File: src/rtl/core/xils_pkg.sv
// ----------------------------------------------------------------------------
// xils_pkg
// Types, opcode codes and decode helpers shared by the length scanner.
// ----------------------------------------------------------------------------
package xils_pkg;

  localparam int MAX_PREFIXES = 15;
  localparam int PFX_CNT_W    = $clog2(MAX_PREFIXES + 1);

  localparam logic [6:0] MIN_BYTES_RST = 7'd14;
  localparam logic       LONG_MODE_RST = 1'b1;

  // configuration register indexes
  localparam logic REG_MIN_BYTES = 1'b0;
  localparam logic REG_LONG_MODE = 1'b1;

  // prefix bytes
  localparam logic [7:0] PFX_LOCK  = 8'hF0;
  localparam logic [7:0] PFX_REPNE = 8'hF2;
  localparam logic [7:0] PFX_REP   = 8'hF3;
  localparam logic [7:0] PFX_CS    = 8'h2E;
  localparam logic [7:0] PFX_SS    = 8'h36;
  localparam logic [7:0] PFX_DS    = 8'h3E;
  localparam logic [7:0] PFX_ES    = 8'h26;
  localparam logic [7:0] PFX_FS    = 8'h64;
  localparam logic [7:0] PFX_GS    = 8'h65;
  localparam logic [7:0] PFX_OSZ   = 8'h66;
  localparam logic [7:0] PFX_ASZ   = 8'h67;
  localparam logic [3:0] REX_HI    = 4'h4;

  // opcodes and opcode groups (pattern under mask)
  localparam logic [7:0] OP_TWO_BYTE  = 8'h0F;
  localparam logic [7:0] OP_PUSH_IMM  = 8'h68;
  localparam logic [7:0] OP_JMP_SHORT = 8'hEB;
  localparam logic [7:0] OP_JMP_NEAR  = 8'hE9;
  localparam logic [7:0] OP_CALL_NEAR = 8'hE8;
  localparam logic [7:0] OP_INT3      = 8'hCC;
  localparam logic [7:0] MSK_MOV_IMM  = 8'hF7;
  localparam logic [7:0] PAT_MOV_IMM  = 8'hC7;
  localparam logic [7:0] MSK_NIB      = 8'hF0;
  localparam logic [7:0] PAT_JCC      = 8'h70;
  localparam logic [7:0] PAT_XCHG     = 8'h90;
  localparam logic [7:0] MSK_OCT      = 8'hF8;
  localparam logic [7:0] PAT_MOV_REG  = 8'hB8;
  localparam logic [7:0] PAT_PUSH_REG = 8'h50;
  localparam logic [7:0] MSK_PAIR     = 8'hFE;
  localparam logic [7:0] PAT_ADD_AL   = 8'h04;
  localparam logic [7:0] MSK_QUAD     = 8'hFC;
  localparam logic [7:0] PAT_GRP1     = 8'h80;
  localparam logic [3:0] JCC2_HI      = 4'h8;

  // ModRM fields
  localparam logic [1:0] MOD_MEM     = 2'd0;
  localparam logic [1:0] MOD_DISP8   = 2'd1;
  localparam logic [1:0] MOD_DISP32  = 2'd2;
  localparam logic [1:0] MOD_REG     = 2'd3;
  localparam logic [2:0] RM_SIB      = 3'd4;
  localparam logic [2:0] RM_NO_BASE  = 3'd5;

  typedef enum logic [5:0] {
    PH_PREFIX  = 6'b000001,
    PH_OPCODE2 = 6'b000010,
    PH_MODRM   = 6'b000100,
    PH_SIB     = 6'b001000,
    PH_DISP    = 6'b010000,
    PH_IMM     = 6'b100000
  } phase_t;

  typedef struct packed {
    phase_t                 phase;
    logic [PFX_CNT_W-1:0]   prefix_count;
    logic                   osz_seen;
    logic                   needs_modrm;
    logic [1:0]             mod_field;
    logic [2:0]             disp_left;
    logic [2:0]             imm_left;
    logic [4:0]             instr_bytes;
    logic [6:0]             total_bytes;
    logic                   done_flag;
  } scan_state_t;

  typedef struct packed {
    logic [4:0] instr_length;
    logic [6:0] total_length;
    logic       scan_done;
  } scan_result_t;

  typedef struct packed {
    logic       needs_modrm;
    logic [2:0] imm_left;
  } op_class_t;

  function automatic scan_state_t clear_instr(input scan_state_t s);
    scan_state_t r;
    r              = s;
    r.phase        = PH_PREFIX;
    r.prefix_count = '0;
    r.osz_seen     = 1'b0;
    r.needs_modrm  = 1'b0;
    r.mod_field    = '0;
    r.disp_left    = '0;
    r.imm_left     = '0;
    r.instr_bytes  = '0;
    return r;
  endfunction

  function automatic logic is_prefix(input logic [7:0] b, input logic long_mode);
    logic r;
    case (b) inside
      PFX_LOCK, PFX_REPNE, PFX_REP, PFX_CS, PFX_SS, PFX_DS, PFX_ES,
      PFX_FS, PFX_GS, PFX_OSZ, PFX_ASZ: r = 1'b1;
      default:                          r = long_mode && (b[7:4] == REX_HI);
    endcase
    return r;
  endfunction

  function automatic op_class_t classify(input logic [7:0] op, input logic osz_seen);
    op_class_t  c;
    logic [2:0] osz;
    osz           = osz_seen ? 3'd2 : 3'd4;
    c.needs_modrm = 1'b0;
    c.imm_left    = 3'd0;
    if ((op & MSK_MOV_IMM) == PAT_MOV_IMM) begin
      c.needs_modrm = 1'b1;
      c.imm_left    = osz;
    end else if (op == OP_PUSH_IMM) begin
      c.imm_left = osz;
    end else if ((op & MSK_NIB) == PAT_JCC) begin
      c.imm_left = 3'd1;
    end else if ((op & MSK_OCT) == PAT_MOV_REG) begin
      c.imm_left = osz;
    end else if ((op & MSK_PAIR) == PAT_ADD_AL) begin
      c.imm_left = 3'd1;
    end else if ((op & MSK_QUAD) == PAT_GRP1) begin
      c.needs_modrm = 1'b1;
      c.imm_left    = 3'd1;
    end else if (op == OP_JMP_SHORT) begin
      c.imm_left = 3'd1;
    end else if (op == OP_JMP_NEAR || op == OP_CALL_NEAR) begin
      c.imm_left = osz;
    end else if ((op & MSK_OCT) == PAT_PUSH_REG) begin
      c.needs_modrm = 1'b0;
    end else if (op[7:6] != 2'b11) begin
      c.needs_modrm = 1'b1;
    end else if ((op & MSK_NIB) == PAT_XCHG) begin
      c.needs_modrm = 1'b0;
    end else if (op != OP_INT3) begin
      c.needs_modrm = 1'b1;
    end
    return c;
  endfunction

endpackage

File: src/rtl/core/xils_step.sv
// ----------------------------------------------------------------------------
// xils_step
// Next-state and result logic for one code byte of the length scanner.
// ----------------------------------------------------------------------------
module xils_step import xils_pkg::*; (
  input  scan_state_t  st_i,
  input  logic [7:0]   code_byte_i,
  input  logic         scan_start_i,
  input  logic [6:0]   min_bytes_i,
  input  logic         long_mode_i,
  output scan_state_t  st_o,
  output logic         res_vld_o,
  output scan_result_t res_o
);

  scan_state_t s;
  op_class_t   cls;
  logic        go;
  logic        fin;
  logic [7:0]  sum;
  logic [1:0]  mod;
  logic [2:0]  rm;

  assign mod = code_byte_i[7:6];
  assign rm  = code_byte_i[2:0];

  always_comb begin
    s     = st_i;
    go    = 1'b0;
    fin   = 1'b0;
    sum   = '0;
    res_o = '0;
    if (scan_start_i) begin
      s             = clear_instr(s);
      s.total_bytes = '0;
      s.done_flag   = (min_bytes_i == 7'd0);
    end
    cls = classify(code_byte_i, s.osz_seen);
    if (!s.done_flag) begin
      s.instr_bytes = s.instr_bytes + 5'd1;
      unique case (s.phase)
        PH_PREFIX: begin
          if ((s.prefix_count < PFX_CNT_W'(MAX_PREFIXES)) &&
              is_prefix(code_byte_i, long_mode_i)) begin
            s.prefix_count = s.prefix_count + 1'b1;
            if (code_byte_i == PFX_OSZ) s.osz_seen = 1'b1;
          end else if (code_byte_i == OP_TWO_BYTE) begin
            s.phase = PH_OPCODE2;
          end else begin
            s.needs_modrm = cls.needs_modrm;
            s.imm_left    = cls.imm_left;
            go            = 1'b1;
          end
        end
        PH_OPCODE2: begin
          if (code_byte_i[7:4] == JCC2_HI) begin
            s.needs_modrm = 1'b0;
            s.imm_left    = s.osz_seen ? 3'd2 : 3'd4;
          end else begin
            s.needs_modrm = 1'b1;
            s.imm_left    = 3'd0;
          end
          go = 1'b1;
        end
        PH_MODRM: begin
          s.mod_field = mod;
          case (mod)
            MOD_DISP8:  s.disp_left = 3'd1;
            MOD_DISP32: s.disp_left = 3'd4;
            default:    s.disp_left = 3'd0;
          endcase
          if (mod != MOD_REG && rm == RM_SIB) begin
            s.phase = PH_SIB;
          end else begin
            if (mod == MOD_MEM && rm == RM_NO_BASE) s.disp_left = 3'd4;
            go = 1'b1;
          end
        end
        PH_SIB: begin
          if (s.mod_field == MOD_MEM && rm == RM_NO_BASE) s.disp_left = 3'd4;
          go = 1'b1;
        end
        PH_DISP: begin
          if (s.disp_left != 3'd0) s.disp_left = s.disp_left - 3'd1;
          if (s.disp_left == 3'd0) go = 1'b1;
        end
        PH_IMM: begin
          if (s.imm_left != 3'd0) s.imm_left = s.imm_left - 3'd1;
          if (s.imm_left == 3'd0) fin = 1'b1;
        end
        default: s = clear_instr(s);
      endcase
      if (go) begin
        if (s.needs_modrm) begin
          s.needs_modrm = 1'b0;
          s.phase       = PH_MODRM;
        end else if (s.disp_left != 3'd0) begin
          s.phase = PH_DISP;
        end else if (s.imm_left != 3'd0) begin
          s.phase = PH_IMM;
        end else begin
          fin = 1'b1;
        end
      end
      if (fin) begin
        sum                = {1'b0, s.total_bytes} + {3'b000, s.instr_bytes};
        s.total_bytes      = sum[7] ? 7'h7F : sum[6:0];
        s.done_flag        = (s.total_bytes >= min_bytes_i);
        res_o.instr_length = s.instr_bytes;
        res_o.total_length = s.total_bytes;
        res_o.scan_done    = s.done_flag;
        s                  = clear_instr(s);
      end
    end
    st_o      = s;
    res_vld_o = fin;
  end

endmodule

File: src/rtl/core/x86_instruction_length_scan.sv
// ----------------------------------------------------------------------------
// x86_instruction_length_scan
// Byte-serial x86 instruction length scanner with running total.
// ----------------------------------------------------------------------------
// Feed code bytes one per cycle; assert in_scan_start with the first byte of
// a scan. One byte is accepted every cycle while the result register is free
// or being drained; a result is valid in the cycle after the edge that
// accepts the byte ending an instruction, which comes from the input register
// (input register, then result register). The rate is set by the state update
// in the combinational step logic. Bytes are ignored once the scan is done
// until the next scan start. Write configuration only when idle.
module x86_instruction_length_scan import xils_pkg::*; (
  input  logic       clk,
  input  logic       rst_n,
  input  logic       in_valid,
  output logic       in_ready,
  input  logic [7:0] in_code_byte,
  input  logic       in_scan_start,
  output logic       out_valid,
  input  logic       out_ready,
  output logic [4:0] out_instr_length,
  output logic [6:0] out_total_length,
  output logic       out_scan_done,
  input  logic       cfg_valid,
  output logic       cfg_ready,
  input  logic       cfg_index,
  input  logic [6:0] cfg_data
);

  logic         in_vld_r;
  logic [7:0]   byte_r;
  logic         start_r;
  logic [6:0]   min_bytes_r;
  logic         long_mode_r;
  scan_state_t  state_r;
  scan_state_t  state_nxt;
  scan_state_t  state_rst;
  scan_result_t res_nxt;
  scan_result_t res_r;
  logic         res_vld;
  logic         out_vld_r;
  logic         adv;

  assign adv       = in_vld_r && (!out_vld_r || out_ready);
  assign in_ready  = !in_vld_r || adv;
  assign cfg_ready = 1'b1;

  always_comb begin
    state_rst           = clear_instr('0);
    state_rst.done_flag = 1'b1;
  end

  xils_step u_step (
    .st_i         (state_r),
    .code_byte_i  (byte_r),
    .scan_start_i (start_r),
    .min_bytes_i  (min_bytes_r),
    .long_mode_i  (long_mode_r),
    .st_o         (state_nxt),
    .res_vld_o    (res_vld),
    .res_o        (res_nxt)
  );

  always_ff @(posedge clk) begin
    if (!rst_n) begin
      min_bytes_r <= MIN_BYTES_RST;
      long_mode_r <= LONG_MODE_RST;
    end else if (cfg_valid && cfg_ready) begin
      unique case (cfg_index)
        REG_MIN_BYTES: min_bytes_r <= cfg_data;
        REG_LONG_MODE: long_mode_r <= cfg_data[0];
        default:       min_bytes_r <= min_bytes_r;
      endcase
    end
  end

  always_ff @(posedge clk) begin
    if (!rst_n) begin
      in_vld_r  <= 1'b0;
      out_vld_r <= 1'b0;
      state_r   <= state_rst;
    end else begin
      if (in_ready) in_vld_r <= in_valid;
      if (adv) state_r <= state_nxt;
      if (out_vld_r && out_ready) out_vld_r <= 1'b0;
      if (adv && res_vld) out_vld_r <= 1'b1;
    end
  end

  always_ff @(posedge clk) begin
    if (in_ready && in_valid) begin
      byte_r  <= in_code_byte;
      start_r <= in_scan_start;
    end
    if (adv && res_vld) res_r <= res_nxt;
  end

  assign out_valid        = out_vld_r;
  assign out_instr_length = res_r.instr_length;
  assign out_total_length = res_r.total_length;
  assign out_scan_done    = res_r.scan_done;

  a_total_covers_len: assert property (@(posedge clk) disable iff (!rst_n)
    out_vld_r |-> (res_r.total_length >= {2'b00, res_r.instr_length}))
    else $error("total below instruction length");

  a_done_matches_min: assert property (@(posedge clk) disable iff (!rst_n)
    out_vld_r |-> (res_r.scan_done == (res_r.total_length >= min_bytes_r)))
    else $error("scan_done disagrees with minimum");

  a_clear_after_result: assert property (@(posedge clk) disable iff (!rst_n)
    (adv && res_vld) |=> (state_r.instr_bytes == 5'd0 && state_r.phase == PH_PREFIX))
    else $error("instruction state not cleared after result");

  a_idle_no_result: assert property (@(posedge clk) disable iff (!rst_n)
    (in_vld_r && state_r.done_flag && !start_r) |-> !res_vld)
    else $error("result while scan idle");

  a_len_nonzero: assert property (@(posedge clk) disable iff (!rst_n)
    (adv && res_vld) |-> (res_nxt.instr_length != 5'd0))
    else $error("zero-length instruction");

endmodule
File: config.mk
export PLATFORM = sky130hd
export DESIGN_NAME = x86_instruction_length_scan
export DESIGN_NICKNAME = d
export VERILOG_FILES = /design/src/rtl/core/xils_pkg.sv /design/src/rtl/core/xils_step.sv /design/src/rtl/core/x86_instruction_length_scan.sv
export SDC_FILE = /design/constraint.sdc
export NUM_CORES = 1
export LEC_CHECK = 0
export CORE_ASPECT_RATIO = 1.75
export CORE_MARGIN = 2
export CORE_UTILIZATION = 50
export DETAILED_ROUTE_END_ITERATION = 7
export DONT_BUFFER_PORTS = 1
export HOLD_SLACK_MARGIN = 0.1
export PLACE_DENSITY_LB_ADDON = 0.08
export SLEW_MARGIN = 20
export SYNTH_ARGS = -nofsm -noshare
export SYNTH_HDL_FRONTEND = slang
export SYNTH_SLANG_ARGS = --single-unit
File: constraint.sdc
create_clock -name clk -period 4.5 [get_ports clk]
set_input_delay 0.9 -clock clk [delete_from_list [all_inputs] [get_ports clk]]
set_output_delay 0.9 -clock clk [all_outputs]
set_load 0.02 [all_outputs]
==> flow_summary.json, run 1 <==
{
  "status": "finished, final reports clean",
  "tightest_slew_ps": 973,
  "clock_skew_ps": 5.28,
  "maxSlewViolCount": 0,
  "grt_pass1_vias": 3801,
  "synth_cell_types": 78,
  "io_pins": 38,
  "yosys_warnings": 0,
  "end_kind": "register",
  "cts-root-to-sink-buffers": 2,
  "ant_nets": 0,
  "whs_ps": 455,
  "final_hold_viol_count": 0,
  "cp_slowest_cell": "or3_4",
  "path_clk_slew_ps": 60,
  "worstSkewPairLatency_ps": 330,
  "finalSetupTns_ps": 0,
  "ys_top_cells_by_area": "dfxtp_1 (20%), edfxtp_1 (15%), ha_1 (5.6%)",
  "vias": 3735,
  "dp_hpwl_um": 8950,
  "grt-ovfl-total": 0,
  "fmax_mhz": 239,
  "crit_buf_inv": 0,
  "criticalPathCategory": "reg -> reg",
  "drive_above_1_share_pct": 12.7,
  "via_per_inst": 5.98,
  "clock-root-buffer": "clkbuf_16",
  "grt_pass1_wl_um": 19100,
  "path_cells": "or3_4, nor4_4, or2_2, nor2_4, nor2b_1, ha_1, a21o_1, a21oi_2, o21bai_1, a21oi_2, nor3b_2, nor2_1, ha_1, nand2b_1, a21o_1, a21o_1, a21o_1, a21oi_1, o21ai_0, nor2b_1",
  "yosys_register_bits": 65,
  "grt_max_degree": 25,
  "start_util_pct": 51.4,
  "async_flop_share_pct": 0,
  "cap_violations": 0,
  "n_antenna_cell": 0,
  "cp.required_ps": 4580,
  "peakVddDrop_v": 0.000225,
  "multi_input_area_mm2": 0.00257,
  "syn_inst": 497,
  "grt_usage_pct": 27.3,
  "floorplan.core_area_mm2": 0.00831,
  "min_period_ps": 4190,
  "seqCellArea_mm2": 0.00152,
  "crit_arrival_ps": 4260,
  "gp_congestion": 0.937,
  "fp-row-count": 44,
  "drt_first_pass_iters": 4,
  "dieHeight_um": 126,
  "finalCritPeriodShare_pct": 93.1,
  "leakagePower_nw": 1.93,
  "fin_nets": 547,
  "power_per_cell_area_mw_per_mm2": 324,
  "wl_per_cell_um": 18.8,
  "ys_seq_area_share_pct": 35.6,
  "hold_class": "reg -> reg",
  "tritoncts": "built",
  "dieArea_mm2": 0.00933,
  "maxSlewHeadroom_pct": 35.1,
  "syn-num-nets": 539,
  "synth_ff_type": "dfxtp_1",
  "worst_path_largest_cell_delay_ps": 450,
  "path_delay_family": "simple AND/OR/NAND/NOR gates",
  "clkSinkCount": 65,
  "drtIter0Drc": 216,
  "die_x_um": 73.9,
  "numCtsBuffers": 9,
  "ys_top_cells_by_count": "nand2_1 (44), nor2_1 (44), dfxtp_1 (43), o21ai_0 (34), nor2b_1 (32)",
  "antenna_found_initial": 0,
  "finalSetupViolCount": 0,
  "rsz0062_at_grt": "false",
  "cts_max_level": 3,
  "synth_top_cell_area_share_pct": 20.2,
  "syn_area_per_cell_um2": 8.59,
  "wirelength_um": 11800,
  "n_fill_cell": 736,
  "drc": 0,
  "synth_edf_count": 22,
  "portBuffers": 0,
  "cp_max_fo": 7,
  "syn2layout_area_growth_pct": 13.1,
  "cts_setup_buffers": 0,
  "syn_area_mm2": 0.00427,
  "crit_top_cell": "a21o_1",
  "yosysTopAreaCell": "dfxtp_1",
  "start_kind": "register"
}
logic make-up (layout without fill, tap and decap cells):
family	Yosys count	after routing	share of synthesized area [%]
AOI/OAI and AO/OA	140	140	23.2
xor gates and xnor gates	10	10	2.05
adders and majority gates	20	20	6.04
buffers and inverters	51	64	5.07
DFF	65	65	35.6
muxes	3	3	0.762
other	1	1	0.0878
and+or+nand+nor	207	207	27.1
cell type report:
type,count,area share [%]
Multi-Input combinational cell,381,53.3
Sequential cell,65,31.6
Clock buffer,10,4.74
Timing Repair Buffer,23,3.58
Tap cell,115,2.98
Inverter,25,1.94
Clock inverter,6,1.89
power by group:
part | internal, mW | total [mW] | switching [mW]
clock network | 0.487 | 0.745 | 0.258
logic | 0.0625 | 0.172 | 0.110
registers | 0.623 | 0.646 | 0.0223
worst paths after layout:
check	start	end	slack, ps	cells past startpoint
worst max-delay path	state_r[27]	out_scan_done	310	20
worst min-delay path	state_r[23]	state_r[23]	450	2
worst max register to register	state_r[27]	out_scan_done	310	20
worst min register to register	state_r[23]	state_r[23]	450	2
state kept, by name, summed over array words and instances, names as in the netlist:
signal	cells
long_mode_r	1
min_bytes_r	7
byte_r	8
out_total_length	7
start_r	1
in_vld_r	1
state_r	33
out_instr_length	5
out_scan_done	1
out_valid	1
stage by stage:
step	power, mW	setup WS, ps	instance area (um2)	instances	utilization, %
floorplan	0.774	45.1	4270	497	-
global placement	0.826	122	4460	609	53.7
detailed placement	0.826	-4.79	4460	609	53.7
CTS	1.58	106	4790	625	57.6
global route	1.62	40.9	4830	625	58.1
finish	1.56	313	4830	625	58.1
layer usage:
| metal | GRT usage [%] | up-vias | wire (um) |
|---|---|---|---|
| met2 | 50.3 | 96 | 6480 |
| met1 | 28.3 | 1768 | 4430 |
| met3 | 3.92 | 37 | 318 |
| met5 | 0 | - | 0 |
| met4 | 14.7 | 0 | 550 |
| li1 | - | 1834 | - |
repair_timing:
item,4_1_cts,5_1_grt
gates resized for setup,1,10
endpoints found under the setup margin,1,2
hold buffers,0,0
endpoints found under the hold margin,0,0
cells in the final DEF (no fill, tap or decap), types with 9 or more instances in the layout:
| cell | n |
|---|---|
| nand2_1 | 44 |
| dfxtp_1 | 41 |
| nand2b_1 | 14 |
| edfxtp_1 | 22 |
| nor3_1 | 10 |
| nor2_1 | 43 |
| o31ai_1 | 9 |
| ha_1 | 19 |
| nand3_1 | 14 |
| nor2b_1 | 31 |
| inv_1 | 24 |
| a21oi_1 | 22 |
| o21ai_0 | 34 |
| clkbuf_16 | 9 |
| buf_4 | 23 |
worst min-delay path: cells and delay by family, from the launching register on:
family | cells | cell delay (ps)
DFF | 1 | 320
AOI/OAI and AO/OA | 1 | 50
and+or+nand+nor | 1 | 40
(Power assumes the default switching activity.)
==> run 2, diff against run 1 <==
--- a/config.mk
+++ b/config.mk
@@ -11,7 +11,7 @@
 export DETAILED_ROUTE_END_ITERATION = 7
 export DONT_BUFFER_PORTS = 1
 export HOLD_SLACK_MARGIN = 0.1
-export PLACE_DENSITY_LB_ADDON = 0.08
+export PLACE_DENSITY = 0.66
 export SLEW_MARGIN = 20
 export SYNTH_ARGS = -nofsm -noshare
 export SYNTH_HDL_FRONTEND = slang
==> flow_summary.json, run 2 (synthesized netlist as in run 1, its figures left out) <==
{
  "criticalPathCategory": "reg -> reg",
  "maxSlewViolCount": 0,
  "cts-hold-fix-buffers": 0,
  "cap_violations": 0,
  "worstSkewPairLatency_ps": 340,
  "whs_ps": 464,
  "path_clk_slew_ps": 60,
  "leakagePower_nw": 1.94,
  "clock-root-buffer": "clkbuf_16",
  "vias": 3798,
  "endpoint": "out_scan_done",
  "r2r_cells": 20,
  "cts_max_level": 3,
  "grt_usage_pct": 27.0,
  "fmax_mhz": 237,
  "cp.required_ps": 4590,
  "place_inst": 609,
  "finalSetupTns_ps": 0,
  "final_hold_viol_count": 0,
  "preCtsSetupSlack_ps": -24.9,
  "floorplan.core_area_mm2": 0.00831,
  "syn2layout_area_growth_pct": 14.0,
  "largest_reg_flops": 33,
  "die_x_um": 73.9,
  "final_common_cell": "nand2_1",
  "r2r-end": "out_scan_done",
  "grt_max_degree": 27,
  "io_pins": 38,
  "tightest_slew_ps": 938,
  "grt_pass1_vias": 3824,
  "crit_arrival_ps": 4310,
  "numCtsBuffers": 9,
  "final_util_pct": 58.5,
  "mostFrequentLayoutCells": "nand2_1 (44), nor2_1 (43), dfxtp_1 (41), o21ai_0 (34), nor2b_1 (30)",
  "maxSlewHeadroom_pct": 37.5,
  "n_antenna_cell": 0,
  "portBuffers": 0,
  "drc": 0,
  "dp_hpwl_um": 8970,
  "drt_first_pass_iters": 5,
  "reg2reg_from": "state_r[27]",
  "clock_skew_ps": 6.83,
  "finalInstanceArea_mm2": 0.00487,
  "wl_per_cell_um": 18.9,
  "peakVddDrop_v": 0.000247,
  "final_cells": 626,
  "tritoncts": "built",
  "status": "finished, final reports clean",
  "top_regs": "state_r (33), byte_r (8)",
  "r2r_slack_ps": 280,
  "cts-root-to-sink-buffers": 2,
  "finalSetupViolCount": 0,
  "dieHeight_um": 126,
  "drtIter0Drc": 227,
  "antenna_found_initial": 0,
  "hold_class": "reg -> reg",
  "start_kind": "register",
  "fp-row-count": 44,
  "fin_nets": 548,
  "min_period_ps": 4220,
  "finalCritPeriodShare_pct": 93.7,
  "wirelength_um": 11800,
  "clkSinkCount": 65,
  "gp_congestion": 0.926,
  "p_total_mw": 1.61,
  "dieArea_mm2": 0.00933,
  "end_kind": "register",
  "start_util_pct": 51.4,
  "setup_ws_ps": 285,
  "grt_pass1_wl_um": 19000,
  "power_per_cell_area_mw_per_mm2": 331,
  "drive_above_1_share_pct": 13.3,
  "via_per_inst": 6.07,
  "cp-startpoint": "state_r[27]",
  "regMostFlops": "state_r",
  "grt-ovfl-total": 0,
  "cp_max_fo": 6,
  "ant_nets": 0,
  "placed_cell_area_mm2": 0.00446
}
==> run 2: final cells by class <==
cell class,instances,area [um2]
clock inverter,6,88.8
timing repair buffer,24,184
sequential,65,1520
clock buffer,10,250
fill,746,3450
multi-input combinational,381,2580
tap,115,144
inverter,25,93.8
==> run 2: how the worst min path moves through the flow <==
stage,start,to,slack (ps),cells after the start
after floorplan,state_r[23],state_r[23],420,2
after global placement,state_r[23],state_r[23],430,2
after detailed placement,state_r[23],state_r[23],450,2
after CTS,state_r[23],state_r[23],470,2
after global routing,min_bytes_r[5],min_bytes_r[5],480,2
final,min_bytes_r[5],min_bytes_r[5],460,2
==> run 2: repair_timing <==
| item | in CTS | in global routing |
|---|---|---|
| resized for setup | 1 | 13 |
| endpoints found under the setup margin | 1 | 2 |
| pin swaps | 0 | 1 |
| buffers inserted | 0 | 1 |
==> run 2: layer usage <==
layer  up-vias  track usage [%]  share of wire [%]
met3        42             5.76                4.1
met4         0             18.6                5.8
met5         -                0                  0
li1       1840                -                  -
met2       112             47.3                 54
met1      1804             27.3                 36
==> run 2: where the power goes <==
group | switching (mW) | leakage [nW] | internal, mW | total, mW
Combinational | 0.111 | 1.22 | 0.0648 | 0.176
Sequential | 0.0215 | 0.561 | 0.623 | 0.645
Clock | 0.272 | 0.161 | 0.518 | 0.790
Total | 0.405 | 1.94 | 1.21 | 1.61
==> run 2: worst max-delay path, cell delays in order, from the launching register on <==
cell,delay [ps]
dfxtp_1,340
buf_4,150
or4b_4,500
o21ai_2,220
nor2_4,90
nor2b_2,190
ha_1,270
a21o_1,180
a21oi_2,170
o21bai_1,100
a21oi_2,200
nor3b_2,80
nor2_1,150
ha_1,260
nand2b_1,140
a21o_1,170
a21o_1,170
a21o_1,170
a21oi_1,130
o21ai_0,120
nor2b_1,140
==> run 3, diff against run 2 <==
--- a/config.mk
+++ b/config.mk
@@ -5,13 +5,14 @@
 export SDC_FILE = /design/constraint.sdc
 export NUM_CORES = 1
 export LEC_CHECK = 0
+export ABC_CLOCK_PERIOD_IN_PS = 4520
 export CORE_ASPECT_RATIO = 1.75
 export CORE_MARGIN = 2
 export CORE_UTILIZATION = 50
 export DETAILED_ROUTE_END_ITERATION = 7
 export DONT_BUFFER_PORTS = 1
 export HOLD_SLACK_MARGIN = 0.1
-export PLACE_DENSITY = 0.66
+export PLACE_DENSITY = 0.63
 export SLEW_MARGIN = 20
 export SYNTH_ARGS = -nofsm -noshare
 export SYNTH_HDL_FRONTEND = slang
==> constraint.sdc (replaced) <==
create_clock -name clk -period 4.52 [get_ports clk]
set_input_delay 0.904 -clock clk [delete_from_list [all_inputs] [get_ports clk]]
set_output_delay 0.904 -clock clk [all_outputs]
set_load 0.02 [all_outputs]
==> flow_summary.json, run 3 (synthesized netlist as in run 1, its figures left out) <==
{
  "place_inst": 609,
  "via_per_inst": 6.14,
  "final_util_pct": 58.2,
  "grt_max_degree": 38,
  "peakVddDrop_v": 0.000255,
  "floorplan.core_area_mm2": 0.00831,
  "fmax_mhz": 240,
  "fp-row-count": 44,
  "start_kind": "register",
  "regMostFlops": "state_r",
  "maxSlewViolCount": 0,
  "reg2reg_from": "state_r[29]",
  "n_antenna_cell": 0,
  "finalCritPeriodShare_pct": 92.1,
  "cap_violations": 0,
  "hold_depth": 2,
  "path_clk_slew_ps": 60,
  "ant_nets": 0,
  "clkSinkCount": 65,
  "status": "finished, final reports clean",
  "gp_congestion": 0.856,
  "dieHeight_um": 126,
  "fin_nets": 548,
  "grt_pass1_vias": 3851,
  "drt_first_pass_iters": 4,
  "p_total_mw": 1.57,
  "syn2layout_area_growth_pct": 13.4,
  "mostFrequentLayoutCells": "nand2_1 (44), nor2_1 (43), dfxtp_1 (39), o21ai_0 (34), nor2b_1 (32)",
  "grt_usage_pct": 27.2,
  "grt_pass1_wl_um": 19300,
  "die_x_um": 73.9,
  "n_fill_cell": 752,
  "final_common_cell": "nand2_1",
  "drtIter0Drc": 163,
  "worstSkewPairLatency_ps": 330,
  "seqCellArea_mm2": 0.00153,
  "start_util_pct": 51.4,
  "maxSlewHeadroom_pct": 34.7,
  "numCtsBuffers": 9,
  "io_pins": 38,
  "cts-root-to-sink-buffers": 2,
  "crit_arrival_ps": 4240,
  "wirelength_um": 12000,
  "vias": 3841,
  "r2r_cells": 20,
  "clock-root-buffer": "clkbuf_16",
  "top_regs": "state_r (33), byte_r (8)",
  "leakagePower_nw": 1.94,
  "final_cells": 626,
  "clock_skew_ps": 6.82,
  "largest_reg_flops": 33,
  "criticalPathCategory": "reg -> reg",
  "antenna_found_initial": 0,
  "multi_input_area_mm2": 0.00256,
  "cp.required_ps": 4600,
  "dieArea_mm2": 0.00933,
  "drc": 0,
  "r2r-end": "out_scan_done",
  "finalSetupViolCount": 0,
  "r2r_slack_ps": 360,
  "cts_max_level": 3,
  "drive_above_1_share_pct": 12.7,
  "whs_endpoint": "state_r[23]",
  "min_from": "state_r[23]",
  "tightest_slew_ps": 966,
  "min_period_ps": 4160,
  "wl_per_cell_um": 19.1,
  "cp_max_fo": 10,
  "end_kind": "register",
  "tritoncts": "built",
  "hold_class": "reg -> reg",
  "portBuffers": 0,
  "final_hold_viol_count": 0,
  "power_per_cell_area_mw_per_mm2": 324,
  "grt-ovfl-total": 0,
  "finalSetupTns_ps": 0,
  "dp_hpwl_um": 9020
}
## run 3: worst max-delay path: stages, from the launching register on
cell and delay, ps:
dfxtp_2 360, or3_4 380, nor4_2 260, or2_2 200
nor2_4 50, nor2b_1 160, ha_1 250, a21o_1 150
a21oi_1 180, o21bai_1 90, a21oi_1 230, nor3b_2 100
nor2_1 140, ha_1 250, nand2b_1 140, a21o_1 170
a21o_1 160, a21o_1 160, a21oi_1 140, o21ai_0 130
nor2b_1 150
## run 3: worst max path at each step
stage	start	endpoint	slack (ps)	cells after the start
3_5_place_dp	state_r[30]	out_scan_done	-10	20
3_3_place_gp	state_r[30]	out_scan_done	60	20
4_1_cts	state_r[30]	out_scan_done	70	20
5_1_grt	state_r[27]	out_scan_done	-20	20
6_report	state_r[29]	out_scan_done	360	20
2_1_floorplan	start_r	out_scan_done	20	21
## run 3: layout make-up
type                            instances  area share, %
Clock buffer                           12           5.76
Clock inverter                          4          0.982
Inverter                               25           1.94
Multi-Input combinational cell        381           52.8
Sequential cell                        65           31.5
Tap cell                              115           2.97
Timing Repair Buffer                   24           3.98
## run 3: power by group
group | switching [mW] | internal [mW] | total [mW]
Clock | 0.258 | 0.492 | 0.750
Sequential | 0.0223 | 0.621 | 0.643
Combinational | 0.110 | 0.0638 | 0.174
## run 3: repair_timing
| item | 4_1_cts | 5_1_grt |
|---|---|---|
| setup buffers | 0 | 1 |
| gates resized for setup | 1 | 8 |
| pin swaps | 0 | 1 |
| hold buffers | 0 | 0 |
| endpoints found under the setup margin | 1 | 2 |
## run 3: stage by stage
step                      hold WS, ps  setup WS [ps]  instance area [um2]
after floorplan                   417           17.6                 4270
after global placement            432           58.5                 4480
after detailed placement          439          -13.0                 4480
after CTS                         455           65.1                 4810
after global routing              492          -21.3                 4840
final                             455            355                 4840
## run 3: metal layers
metal	GRT usage, %	up-vias	wire length, um
met1	28.1	1824	4300
met2	47.6	126	6440
met3	4.48	55	407
met5	0	-	0
met4	19.0	0	801
li1	-	1836	-
